## src/design/dq_pkg.sv

```systemverilog
// Shared constants and operation codes for the double-ended queue.
`timescale 1ns / 1ps
package dq_pkg;

  localparam int DqDepthDefault = 16;
  localparam int DqDataW        = 32;
  localparam int DqOpW          = 3;
  localparam int DqPosW         = 8;
  localparam int DqCountW       = 5;
  localparam int DqInTdataW     = 48;
  localparam int DqOutTdataW    = 40;

  typedef enum logic [DqOpW-1:0] {
    OP_PUSH_BACK  = 3'd0,
    OP_POP_BACK   = 3'd1,
    OP_PUSH_FRONT = 3'd2,
    OP_POP_FRONT  = 3'd3,
    OP_REMOVE     = 3'd4,
    OP_READ       = 3'd5,
    OP_CLEAR      = 3'd6
  } dq_op_e;

endpackage

```

## src/design/dq_ram.sv

```systemverilog
// Generic single-write, single-read RAM with a registered read port.
`timescale 1ns / 1ps
module dq_ram #(
  parameter int WIDTH = 32,
  parameter int DEPTH = 16
) (
  input  logic                     clk_i,
  input  logic                     we_i,
  input  logic [$clog2(DEPTH)-1:0] waddr_i,
  input  logic [WIDTH-1:0]         wdata_i,
  input  logic                     re_i,
  input  logic [$clog2(DEPTH)-1:0] raddr_i,
  output logic [WIDTH-1:0]         rdata_o
);

  logic [WIDTH-1:0] mem_q [DEPTH];
  logic [WIDTH-1:0] rdata_q;

  always_ff @(posedge clk_i) begin
    if (we_i) begin
      mem_q[waddr_i] <= wdata_i;
    end
    if (re_i) begin
      rdata_q <= mem_q[raddr_i];
    end
  end

  assign rdata_o = rdata_q;

endmodule

```

## src/design/double_ended_queue_top.sv

```systemverilog
// Top level of the bounded double-ended queue with its ring store and sequencer.
`timescale 1ns / 1ps
// A bounded double-ended queue of signed 32-bit values kept in a ring of DEPTH
// entries in one RAM with a single read and a single write port. Each input item
// carries one operation and returns exactly one result item holding the popped or
// read value, a success flag and the number of entries held afterwards. Items are
// handled one at a time: pushes and clear go from the execute state straight to
// the result state, pops and reads pass through a wait state for the registered
// RAM read, and a remove scans the ring one entry per cycle and then moves each
// later entry one place toward the front, one per cycle, through the same read
// port. A finished result waits in the output register while the block returns
// to accepting input; the next result that finds that register still occupied
// holds the block until the waiting item is taken.
module double_ended_queue_top
  import dq_pkg::*;
#(
  parameter int DEPTH = DqDepthDefault
) (
  input  logic                   clk_i,
  input  logic                   rst_ni,
  input  logic                   s_axis_tvalid,
  output logic                   s_axis_tready,
  // Fields from bit 0: operation[2:0], value[34:3], position[42:35], zero fill.
  input  logic [DqInTdataW-1:0]  s_axis_tdata,
  output logic                   m_axis_tvalid,
  input  logic                   m_axis_tready,
  // Fields from bit 0: data[31:0], ok[32], count[37:33], zero fill.
  output logic [DqOutTdataW-1:0] m_axis_tdata
);

  localparam int PTR_W = (DEPTH > 1) ? $clog2(DEPTH) : 1;
  localparam int CNT_W = $clog2(DEPTH + 1);
  localparam int CMP_W = (CNT_W > DqPosW) ? CNT_W : DqPosW;

  typedef enum logic [2:0] {
    ST_IDLE,
    ST_EXEC,
    ST_RDWAIT,
    ST_SCAN,
    ST_SHIFT,
    ST_RESP
  } state_e;

  state_e                   state_q, state_d;
  logic [DqOpW-1:0]         op_q, op_d;
  logic signed [DqDataW-1:0] val_q, val_d;
  logic [DqPosW-1:0]        pos_q, pos_d;
  logic [PTR_W-1:0]         front_q, front_d;
  logic [CNT_W-1:0]         count_q, count_d;
  logic [PTR_W-1:0]         idx_q, idx_d;
  logic [DqDataW-1:0]       data_q, data_d;
  logic                     ok_q, ok_d;
  logic                     m_valid_q, m_valid_d;
  logic [DqDataW-1:0]       m_data_q, m_data_d;
  logic                     m_ok_q, m_ok_d;
  logic [DqCountW-1:0]      m_count_q, m_count_d;

  logic                     ram_we;
  logic [PTR_W-1:0]         ram_waddr;
  logic [DqDataW-1:0]       ram_wdata;
  logic                     ram_re;
  logic [PTR_W-1:0]         ram_raddr;
  logic [DqDataW-1:0]       ram_rdata;

  logic [PTR_W-1:0]         front_dec;
  logic [PTR_W-1:0]         front_inc;
  logic [CNT_W-1:0]         read_pos;
  logic [CNT_W:0]           idx_p1;
  logic [CNT_W:0]           idx_p2;
  logic [CNT_W:0]           count_x;

  // Ring index of the entry at a given distance from the front.
  function automatic logic [PTR_W-1:0] slot_of(input logic [PTR_W-1:0] base,
                                               input logic [CNT_W-1:0] off);
    logic [CNT_W:0] s;
    s = (CNT_W+1)'(base) + (CNT_W+1)'(off);
    if (s >= (CNT_W+1)'(DEPTH)) begin
      s = s - (CNT_W+1)'(DEPTH);
    end
    return s[PTR_W-1:0];
  endfunction

  dq_ram #(
    .WIDTH(DqDataW),
    .DEPTH(DEPTH)
  ) u_ram (
    .clk_i  (clk_i),
    .we_i   (ram_we),
    .waddr_i(ram_waddr),
    .wdata_i(ram_wdata),
    .re_i   (ram_re),
    .raddr_i(ram_raddr),
    .rdata_o(ram_rdata)
  );

  assign front_dec = (front_q == '0) ? PTR_W'(DEPTH - 1) : front_q - 1'b1;
  assign front_inc = (front_q == PTR_W'(DEPTH - 1)) ? '0 : front_q + 1'b1;
  assign idx_p1    = (CNT_W+1)'(idx_q) + (CNT_W+1)'(1);
  assign idx_p2    = (CNT_W+1)'(idx_q) + (CNT_W+1)'(2);
  assign count_x   = (CNT_W+1)'(count_q);

  // A read position at or beyond the end selects the last entry.
  assign read_pos = (CMP_W'(pos_q) >= CMP_W'(count_q)) ? count_q - 1'b1 : CNT_W'(pos_q);

  assign s_axis_tready = (state_q == ST_IDLE);
  assign m_axis_tvalid = m_valid_q;
  assign m_axis_tdata  = {{(DqOutTdataW - DqDataW - 1 - DqCountW){1'b0}},
                          m_count_q, m_ok_q, m_data_q};

  always_comb begin
    state_d   = state_q;
    op_d      = op_q;
    val_d     = val_q;
    pos_d     = pos_q;
    front_d   = front_q;
    count_d   = count_q;
    idx_d     = idx_q;
    data_d    = data_q;
    ok_d      = ok_q;
    m_valid_d = m_valid_q;
    m_data_d  = m_data_q;
    m_ok_d    = m_ok_q;
    m_count_d = m_count_q;
    ram_we    = 1'b0;
    ram_waddr = '0;
    ram_wdata = val_q;
    ram_re    = 1'b0;
    ram_raddr = '0;

    if (m_valid_q && m_axis_tready) begin
      m_valid_d = 1'b0;
    end

    unique case (state_q)
      ST_IDLE: begin
        if (s_axis_tvalid) begin
          op_d    = s_axis_tdata[DqOpW-1:0];
          val_d   = s_axis_tdata[DqOpW +: DqDataW];
          pos_d   = s_axis_tdata[DqOpW + DqDataW +: DqPosW];
          state_d = ST_EXEC;
        end
      end
      ST_EXEC: begin
        ok_d    = 1'b0;
        data_d  = '0;
        state_d = ST_RESP;
        case (op_q)
          OP_PUSH_BACK: begin
            if (count_q != CNT_W'(DEPTH)) begin
              ram_we    = 1'b1;
              ram_waddr = slot_of(front_q, count_q);
              count_d   = count_q + 1'b1;
              ok_d      = 1'b1;
            end
          end
          OP_PUSH_FRONT: begin
            if (count_q != CNT_W'(DEPTH)) begin
              ram_we    = 1'b1;
              ram_waddr = front_dec;
              front_d   = front_dec;
              count_d   = count_q + 1'b1;
              ok_d      = 1'b1;
            end
          end
          OP_POP_BACK: begin
            if (count_q != '0) begin
              ram_re    = 1'b1;
              ram_raddr = slot_of(front_q, count_q - 1'b1);
              count_d   = count_q - 1'b1;
              ok_d      = 1'b1;
              state_d   = ST_RDWAIT;
            end
          end
          OP_POP_FRONT: begin
            if (count_q != '0) begin
              ram_re    = 1'b1;
              ram_raddr = front_q;
              front_d   = front_inc;
              count_d   = count_q - 1'b1;
              ok_d      = 1'b1;
              state_d   = ST_RDWAIT;
            end
          end
          OP_READ: begin
            if (count_q != '0) begin
              ram_re    = 1'b1;
              ram_raddr = slot_of(front_q, read_pos);
              ok_d      = 1'b1;
              state_d   = ST_RDWAIT;
            end
          end
          OP_REMOVE: begin
            if (count_q != '0) begin
              ram_re    = 1'b1;
              ram_raddr = front_q;
              idx_d     = '0;
              state_d   = ST_SCAN;
            end
          end
          OP_CLEAR: begin
            count_d = '0;
            front_d = '0;
            ok_d    = 1'b1;
          end
          default: begin
          end
        endcase
      end
      ST_RDWAIT: begin
        data_d  = ram_rdata;
        state_d = ST_RESP;
      end
      ST_SCAN: begin
        // The read data belongs to entry idx; the next entry is fetched meanwhile,
        // which is also the first source entry if the gap has to be closed.
        ram_re    = 1'b1;
        ram_raddr = slot_of(front_q, CNT_W'(idx_p1));
        if (ram_rdata == val_q) begin
          if (idx_p1 == count_x) begin
            count_d = count_q - 1'b1;
            ok_d    = 1'b1;
            state_d = ST_RESP;
          end else begin
            state_d = ST_SHIFT;
          end
        end else if (idx_p1 == count_x) begin
          state_d = ST_RESP;
        end else begin
          idx_d = idx_q + 1'b1;
        end
      end
      ST_SHIFT: begin
        ram_we    = 1'b1;
        ram_waddr = slot_of(front_q, CNT_W'(idx_q));
        ram_wdata = ram_rdata;
        if (idx_p2 == count_x) begin
          count_d = count_q - 1'b1;
          ok_d    = 1'b1;
          state_d = ST_RESP;
        end else begin
          ram_re    = 1'b1;
          ram_raddr = slot_of(front_q, CNT_W'(idx_p2));
          idx_d     = idx_q + 1'b1;
        end
      end
      ST_RESP: begin
        if (!m_valid_q || m_axis_tready) begin
          m_valid_d = 1'b1;
          m_data_d  = data_q;
          m_ok_d    = ok_q;
          m_count_d = DqCountW'(count_q);
          state_d   = ST_IDLE;
        end
      end
      default: begin
        state_d = ST_IDLE;
      end
    endcase
  end

  always_ff @(posedge clk_i or negedge rst_ni) begin
    if (!rst_ni) begin
      state_q   <= ST_IDLE;
      front_q   <= '0;
      count_q   <= '0;
      m_valid_q <= 1'b0;
    end else begin
      state_q   <= state_d;
      front_q   <= front_d;
      count_q   <= count_d;
      m_valid_q <= m_valid_d;
    end
  end

  always_ff @(posedge clk_i) begin
    op_q      <= op_d;
    val_q     <= val_d;
    pos_q     <= pos_d;
    idx_q     <= idx_d;
    data_q    <= data_d;
    ok_q      <= ok_d;
    m_data_q  <= m_data_d;
    m_ok_q    <= m_ok_d;
    m_count_q <= m_count_d;
  end

endmodule
```

## config.mk

```make
export PLATFORM = sky130hd
export DESIGN_NAME = double_ended_queue_top
export DESIGN_NICKNAME = d
export VERILOG_FILES = /design/src/design/dq_pkg.sv /design/src/design/dq_ram.sv /design/src/design/double_ended_queue_top.sv
export SDC_FILE = /design/constraint.sdc
export NUM_CORES = 1
export LEC_CHECK = 0
export BUFFER_PORTS_ARGS = -buffer_cell sky130_fd_sc_hd__buf_4
export CAP_MARGIN = 10
export CORE_MARGIN = 4
export CORE_UTILIZATION = 55
export CTS_CLUSTER_DIAMETER = 120
export DETAILED_ROUTE_END_ITERATION = 10
export PLACE_DENSITY = 0.72
export SETUP_SLACK_MARGIN = 0.2
export SYNTH_ARGS = -nofsm -noshare
export SYNTH_HDL_FRONTEND = slang
export SYNTH_HIERARCHICAL = 1
export SYNTH_SLANG_ARGS = --single-unit
```

## constraint.sdc

```tcl
create_clock -name clk_i -period 8.05 [get_ports clk_i]
set_input_delay 1.2075 -clock clk_i [delete_from_list [all_inputs] [get_ports clk_i]]
set_output_delay 1.2075 -clock clk_i [all_outputs]
set_load 0.02 [all_outputs]
```

==> results.json, run 1 <==
{
  "drive_gt1_share_pct": 23.4,
  "endpoint_kind": "flip-flop",
  "wl_per_cell_um": 27.2,
  "setup_viol": 0,
  "drv_cap": 0,
  "cts_max_level": 3,
  "rows": 81,
  "cts_tree": "yes",
  "drt-pass1-iter-count": 5,
  "area_growth_pct": 13.3,
  "report.power.total_mw": 14.2,
  "irDropWorstVdd_mv": 0.490,
  "fin_tns_setup_ns": 0,
  "period_share_pct": 63.0,
  "layout_common_cells": "662 x edfxtp_1, 156 x nand2_1, 128 x mux4_2, 114 x buf_4",
  "top_usage_layer": "met2",
  "yosysSeqAreaShare_pct": 74.1,
  "skew_ns": 0.0258,
  "clockRootBuffer": "clkbuf_16",
  "fp.dieH_um": 231,
  "initial_utilization_pct": 55.7,
  "arrival_ns": 5.43,
  "ys_warn_count": 6,
  "synth_cell_types": 77,
  "grt_pass1_vias": 14289,
  "grtUsageMet3_pct": 4.16,
  "antenna_found_initial": 1,
  "design_area_mm2": 0.0309,
  "fmax_ghz": 0.197,
  "cts_sinks": 675,
  "path_max_fanout": 128,
  "status": "finished, final reports clean",
  "grtUsageMet2_pct": 37.4,
  "cts_buffer_depth": 3,
  "dp_hpwl_um": 32800,
  "numPortBuffers": 86,
  "slew_headroom_pct": 25.1,
  "required_ns": 8.40,
  "die_w_um": 231,
  "cts_made_buffers": 67,
  "core_area_mm2": 0.0490,
  "dpl_cell_area_mm2": 0.0288,
  "cts_resized": 0,
  "vias_per_cell": 6.23,
  "overflow": 0,
  "ant_nets": 0,
  "slew_viol_final": 0,
  "nets": 1672,
  "synth_top_flop_cell": "edfxtp_1",
  "antennaDiodeCount": 0,
  "grt_max_degree": 129,
  "final_common_cell": "edfxtp_1",
  "p_per_area_mw_per_mm2": 458,
  "hold_buffers": 0,
  "grt_util_met1_pct": 34.7,
  "clk_latency_ns": 0.61,
  "cts_setup_buffers": 0,
  "timing.final.crit_period_ns": 5.07,
  "synth_edf_count": 662,
  "clk_pin_slew_worst_paths_ns": 0.06,
  "hp-class": "reg2reg",
  "grt_usage_pct": 23.8,
  "drc": 0,
  "synth_area_mm2": 0.0273,
  "die_area_mm2": 0.0532,
  "start_kind": "flip-flop",
  "power.leakage_nw": 10.2,
  "async_reset_ff_share_pct": 1.93,
  "drt-total-wl_um": 62500,
  "ios": 94,
  "rsz0062_at_grt": "false",
  "tightest_slew_ns": 1.12,
  "worstSetupPathType": "reg2reg",
  "finalHoldViolations": 0,
  "syn_inst": 1473,
  "via_count": 14333,
  "drt_iter0_markers": 1628,
  "grt_pass1_wl_um": 92800,
  "syn_area_per_cell_um2": 18.5,
  "ys_ff_latch": 675,
  "routabilityCongestion": 0.833,
  "hold_ws_ns": 0.416
}
power by group:
group	total [mW]	switching (mW)	internal, mW
registers	5.66	0.379	5.28
clock network	2.94	1.29	1.66
logic	5.56	3.42	2.14
total	14.2	5.08	9.07
logic make-up after synthesis:
| logic type | synth area share (%) |
|---|---|
| and+or+nand+nor | 5.43 |
| xor gates and xnor gates | 1.91 |
| adders and majority gates | 1.77 |
| buffers and inverters | 1.61 |
| muxes | 10.9 |
| other | 0.0138 |
| AOI/OAI and AO/OA | 4.22 |
| DFF | 74.1 |
critical path, cell delays in order, from the launching register on:
cell and delay [ns]:
dfrtp_1 0.53, inv_1 0.16, ha_1 0.20, or4_1 0.53, a21oi_1 0.13, o21a_2 0.21, nor2_1 0.05, a21oi_1 0.15
ha_1 0.20, inv_1 0.06, fa_1 0.44, mux2i_1 0.15, a22oi_1 0.08, nor2_1 0.12, a21oi_1 0.10, o221ai_4 0.23
buf_12 0.56, mux4_2 0.42, a22oi_1 0.23, nand2_1 0.09
registers in the layout (all words and copies together) (netlist names):
signal and cells:
u_ram/mem_q 512, m_count_q 5, ok_q 1, pos_q 8, count_q 5, idx_q 4
state_q 3, m_axis_tvalid 1, op_q 3, val_q 32, m_data_q 32, u_ram/rdata_o 32
m_ok_q 1, data_q 32, front_q 4
Yosys cell counts (2+ instances only):
cell      instances  area [µm²]
nand2b_1          7        43.8
and2_1           35         219
inv_1            21        78.8
nand2_1         156         586
and4_1            2        17.5
o21a_1            3        22.5
a31oi_1           4        25.0
o221ai_1          3        26.3
nor3_1           12        60.1
clkbuf_1         32         120
a21oi_1          21         105
or3_1             3        18.8
and3_1            3        18.8
nor3b_1           2        15.0
buf_4            14         105
dfrtp_1          13         325
mux2i_1           2        20.0
o21ai_0          21         105
mux2_1            2        22.5
o21ai_1           3        15.0
mux4_2          128        2880
a21o_1           10        75.1
nand3b_1          4        30.0
nand4_1           9        56.3
xor2_1           11        96.3
nor4_1            3        18.8
o22ai_1           5        31.3
xnor2_1          46         403
a211oi_1          2        15.0
buf_2            13        65.1
fa_1              6         120
nor2_1           36         135
nor3_2            3        30.0
nand3_1          12        60.1
edfxtp_1        662       19900
mux2_2            5        56.3
nor2b_1           7        43.8
a22oi_1          70         526
ha_1             29         363
buf_1            14        52.6
o211ai_1          3        22.5
final timing paths:
kind                                     startpoint                     endpoint  slack (ns)  cells after the start
max in group asynchronous                    rst_ni       state_q[2]$_DFFE_PN0P_        7.40                      1
setup reg to reg             count_q[4]$_DFFE_PN0P_  u_ram/rdata_o[14]$_DFFE_PP_        2.98                     19
setup / recovery             count_q[4]$_DFFE_PN0P_  u_ram/rdata_o[14]$_DFFE_PP_        2.98                     19
min in group asynchronous                    rst_ni       front_q[1]$_DFFE_PN0P_        0.45                      1
hold reg to reg            data_q[10]$_SDFFCE_PN0P_       m_data_q[10]$_DFFE_PP_        0.42                      0
hold / removal             data_q[10]$_SDFFCE_PN0P_       m_data_q[10]$_DFFE_PP_        0.42                      0
cell type report:
| type | instances | area, µm² |
|---|---|---|
| Clock buffer | 80 | 1790 |
| Clock inverter | 40 | 273 |
| Fill cell | 3371 | 18100 |
| Inverter | 22 | 85.1 |
| Multi-Input combinational cell | 703 | 6820 |
| Sequential cell | 675 | 20200 |
| Tap cell | 664 | 831 |
| Timing Repair Buffer | 116 | 896 |
layer usage:
metal  share of wire (%)  up-vias
met4                 2.4        0
li1                    -     6083
met1                  40     7398
met2                  48      747
met3                 9.5      105
met5                   0        -
metrics by stage:
step | utilization (%) | instances | worst slack (ns)
final | 63.1 | 2300 | 2.98
after global routing | 63.1 | 2300 | 2.67
after CTS | 63.1 | 2300 | 2.97
after detailed placement | 58.9 | 2180 | 3.00
after global placement | 58.9 | 2180 | 3.02
after floorplan | - | 1474 | 3.10
No activity file was read; power rests on OpenSTA's default activity.
==> run 2: changes to the inputs <==
- PLACE_DENSITY: 0.72 -> 0.75
- clock period: 8.05 -> 4.4 ns (I/O delays scaled with it)
==> run 2 against run 1 <==
- non-clock buffer count up 87
- routed wire length increased by 8.5%
- cell count increased by 3.7%
- critical endpoint is now u_ram/rdata_o[6]$_DFFE_PP_
==> results.json, run 2 (synthesized netlist as in run 1, its figures left out) <==
{
  "finish.utilization_pct": 66.4,
  "grt_pass1_vias": 14959,
  "wl_per_cell_um": 28.4,
  "start_kind": "flip-flop",
  "die_area_mm2": 0.0532,
  "initial_utilization_pct": 55.7,
  "overflow": 0,
  "worstSetupPathType": "reg2reg",
  "path_common_cell": "buf_12",
  "p_per_area_mw_per_mm2": 889,
  "drc": 0,
  "core_area_mm2": 0.0490,
  "slew_headroom_pct": 28.2,
  "dpl_cell_area_mm2": 0.0295,
  "irDropWorstVdd_mv": 0.570,
  "clk_pin_slew_worst_paths_ns": 0.06,
  "grt_usage_pct": 24.8,
  "ios": 94,
  "cts_made_buffers": 68,
  "ant_nets": 0,
  "power.leakage_nw": 10.9,
  "clockRootBuffer": "clkbuf_16",
  "grt_max_degree": 45,
  "numPortBuffers": 86,
  "antenna_found_initial": 1,
  "cts_sinks": 675,
  "required_ns": 4.73,
  "largest_reg_flops": 512,
  "nets": 1761,
  "cts_tree": "yes",
  "skew_ns": 0.0275,
  "max_stage_delay_ns": 0.47,
  "hp-class": "in2reg",
  "final_cells": 2386,
  "slew_viol_final": 0,
  "timing.rr.end": "u_ram/rdata_o[6]$_DFFE_PP_",
  "regMostFlops": "u_ram/mem_q",
  "dp_hpwl_um": 37600,
  "place_inst": 2231,
  "crit_slowest_cell": "or4_4",
  "hold_ws_ns": 0.235,
  "drt_iter0_markers": 1950,
  "fp.dieH_um": 231,
  "grt_pass1_wl_um": 97000,
  "drt-total-wl_um": 67800,
  "ff2ff_path_depth": 22,
  "finalHoldViolations": 0,
  "vias_per_cell": 6.28,
  "hold_end": "val_q[21]$_DFFE_PP_",
  "timing.final.crit_period_ns": 4.38,
  "rows": 81,
  "report.power.total_mw": 28.9,
  "rsz0062_at_grt": "true",
  "arrival_ns": 4.71,
  "endpoint_kind": "flip-flop",
  "ff2ff_setup_slack_ns": 0.02,
  "routabilityCongestion": 0.884,
  "die_w_um": 231,
  "final_common_cell": "edfxtp_1",
  "nFillCells": 3118,
  "cts_buffer_depth": 3,
  "via_count": 14983,
  "min_from": "s_axis_tdata[24]",
  "fmax_ghz": 0.228,
  "status": "finished, final reports clean",
  "area_growth_pct": 19.2,
  "design_area_mm2": 0.0325,
  "setup_viol": 0,
  "antennaDiodeCount": 0,
  "drv_cap": 0,
  "drive_gt1_share_pct": 30.0,
  "layout_common_cells": "662 x edfxtp_1, 156 x nand2_1, 153 x buf_4, 128 x mux4_2, 78 x clkbuf_16",
  "path_max_fanout": 6,
  "period_share_pct": 99.6,
  "hold_depth": 1,
  "timing.rr.start": "pos_q[4]$_DFFE_PP_",
  "clk_latency_ns": 0.60,
  "drt-pass1-iter-count": 5,
  "cts_max_level": 3,
  "crit_chain": "ha_4 > or4_4 > a21oi_2 > o21a_2 > buf_6 > buf_6 > nor2_2 > a21o_1 > inv_2 > fa_1 > mux2i_1 > a22oi_1 > nor2_1 > a21oi_2 > o221ai_4 > buf_12 > buf_12 > buf_12 > buf_16 > mux4_2 > a22oi_2 > nand2_1",
  "tightest_slew_ns": 1.08
}
## run 2: layer usage
metal	up-vias	track usage (%)	wire, µm	share of wire (%)
met5	-	0	13	0.019
met4	2	7.55	1760	2.6
met3	126	4.57	6870	10
met2	895	39.5	33000	49
met1	7685	35.7	26100	39
li1	6275	-	-	-
## run 2: final cells by class
type	instances	area, µm²	area share, %
Inverter	22	85.1	0.262
Clock buffer	86	1850	5.71
Multi-Input combinational cell	704	7080	21.8
Clock inverter	32	310	0.955
Timing Repair Buffer	203	2130	6.56
Tap cell	664	831	2.56
Sequential cell	675	20200	62.2
## run 2: how the worst max path moves through the flow
stage / from / endpoint / slack (ns) / cells past startpoint
6_report: pos_q[4]$_DFFE_PP_ / u_ram/rdata_o[6]$_DFFE_PP_ / 0.02 / 22
5_1_grt: pos_q[4]$_DFFE_PP_ / u_ram/rdata_o[6]$_DFFE_PP_ / -0.18 / 22
4_1_cts: pos_q[4]$_DFFE_PP_ / u_ram/rdata_o[15]$_DFFE_PP_ / 0.11 / 21
3_5_place_dp: pos_q[4]$_DFFE_PP_ / u_ram/rdata_o[10]$_DFFE_PP_ / -0.19 / 19
3_3_place_gp: count_q[4]$_DFFE_PN0P_ / u_ram/rdata_o[15]$_DFFE_PP_ / -0.09 / 20
2_1_floorplan: count_q[4]$_DFFE_PN0P_ / u_ram/rdata_o[10]$_DFFE_PP_ / 0.21 / 20
## run 2: repair_timing
action / in CTS / in global routing
buffers inserted: 18 / 6
cloned: 3 / 9
hold endpoints to repair: 13 / 0
pin swaps: 9 / 19
hold buffers: 1 / 0
gates resized for setup: 22 / 46
endpoints found under the setup margin: 32 / 32
## run 2: metrics by stage
step                      setup slack (ns)  setup TNS (ns)
after global routing                -0.177           -2.73
after global placement             -0.0896          -0.950
after CTS                            0.110               0
after floorplan                      0.213               0
after detailed placement            -0.193           -2.91
final                               0.0172               0
## run 2: power breakdown
part	switching, mW	internal, mW
clock network	2.36	3.28
logic	7.34	5.61
registers	0.665	9.65
## run 2: worst max-delay path: cells and delay by family, from the launching register on
family	cells	cell delay, ns
buffers and inverters	7	0.83
adders and majority gates	2	0.60
muxes	2	0.53
and+or+nand+nor	4	0.76
DFF	1	0.41
AOI/OAI and AO/OA	7	0.98
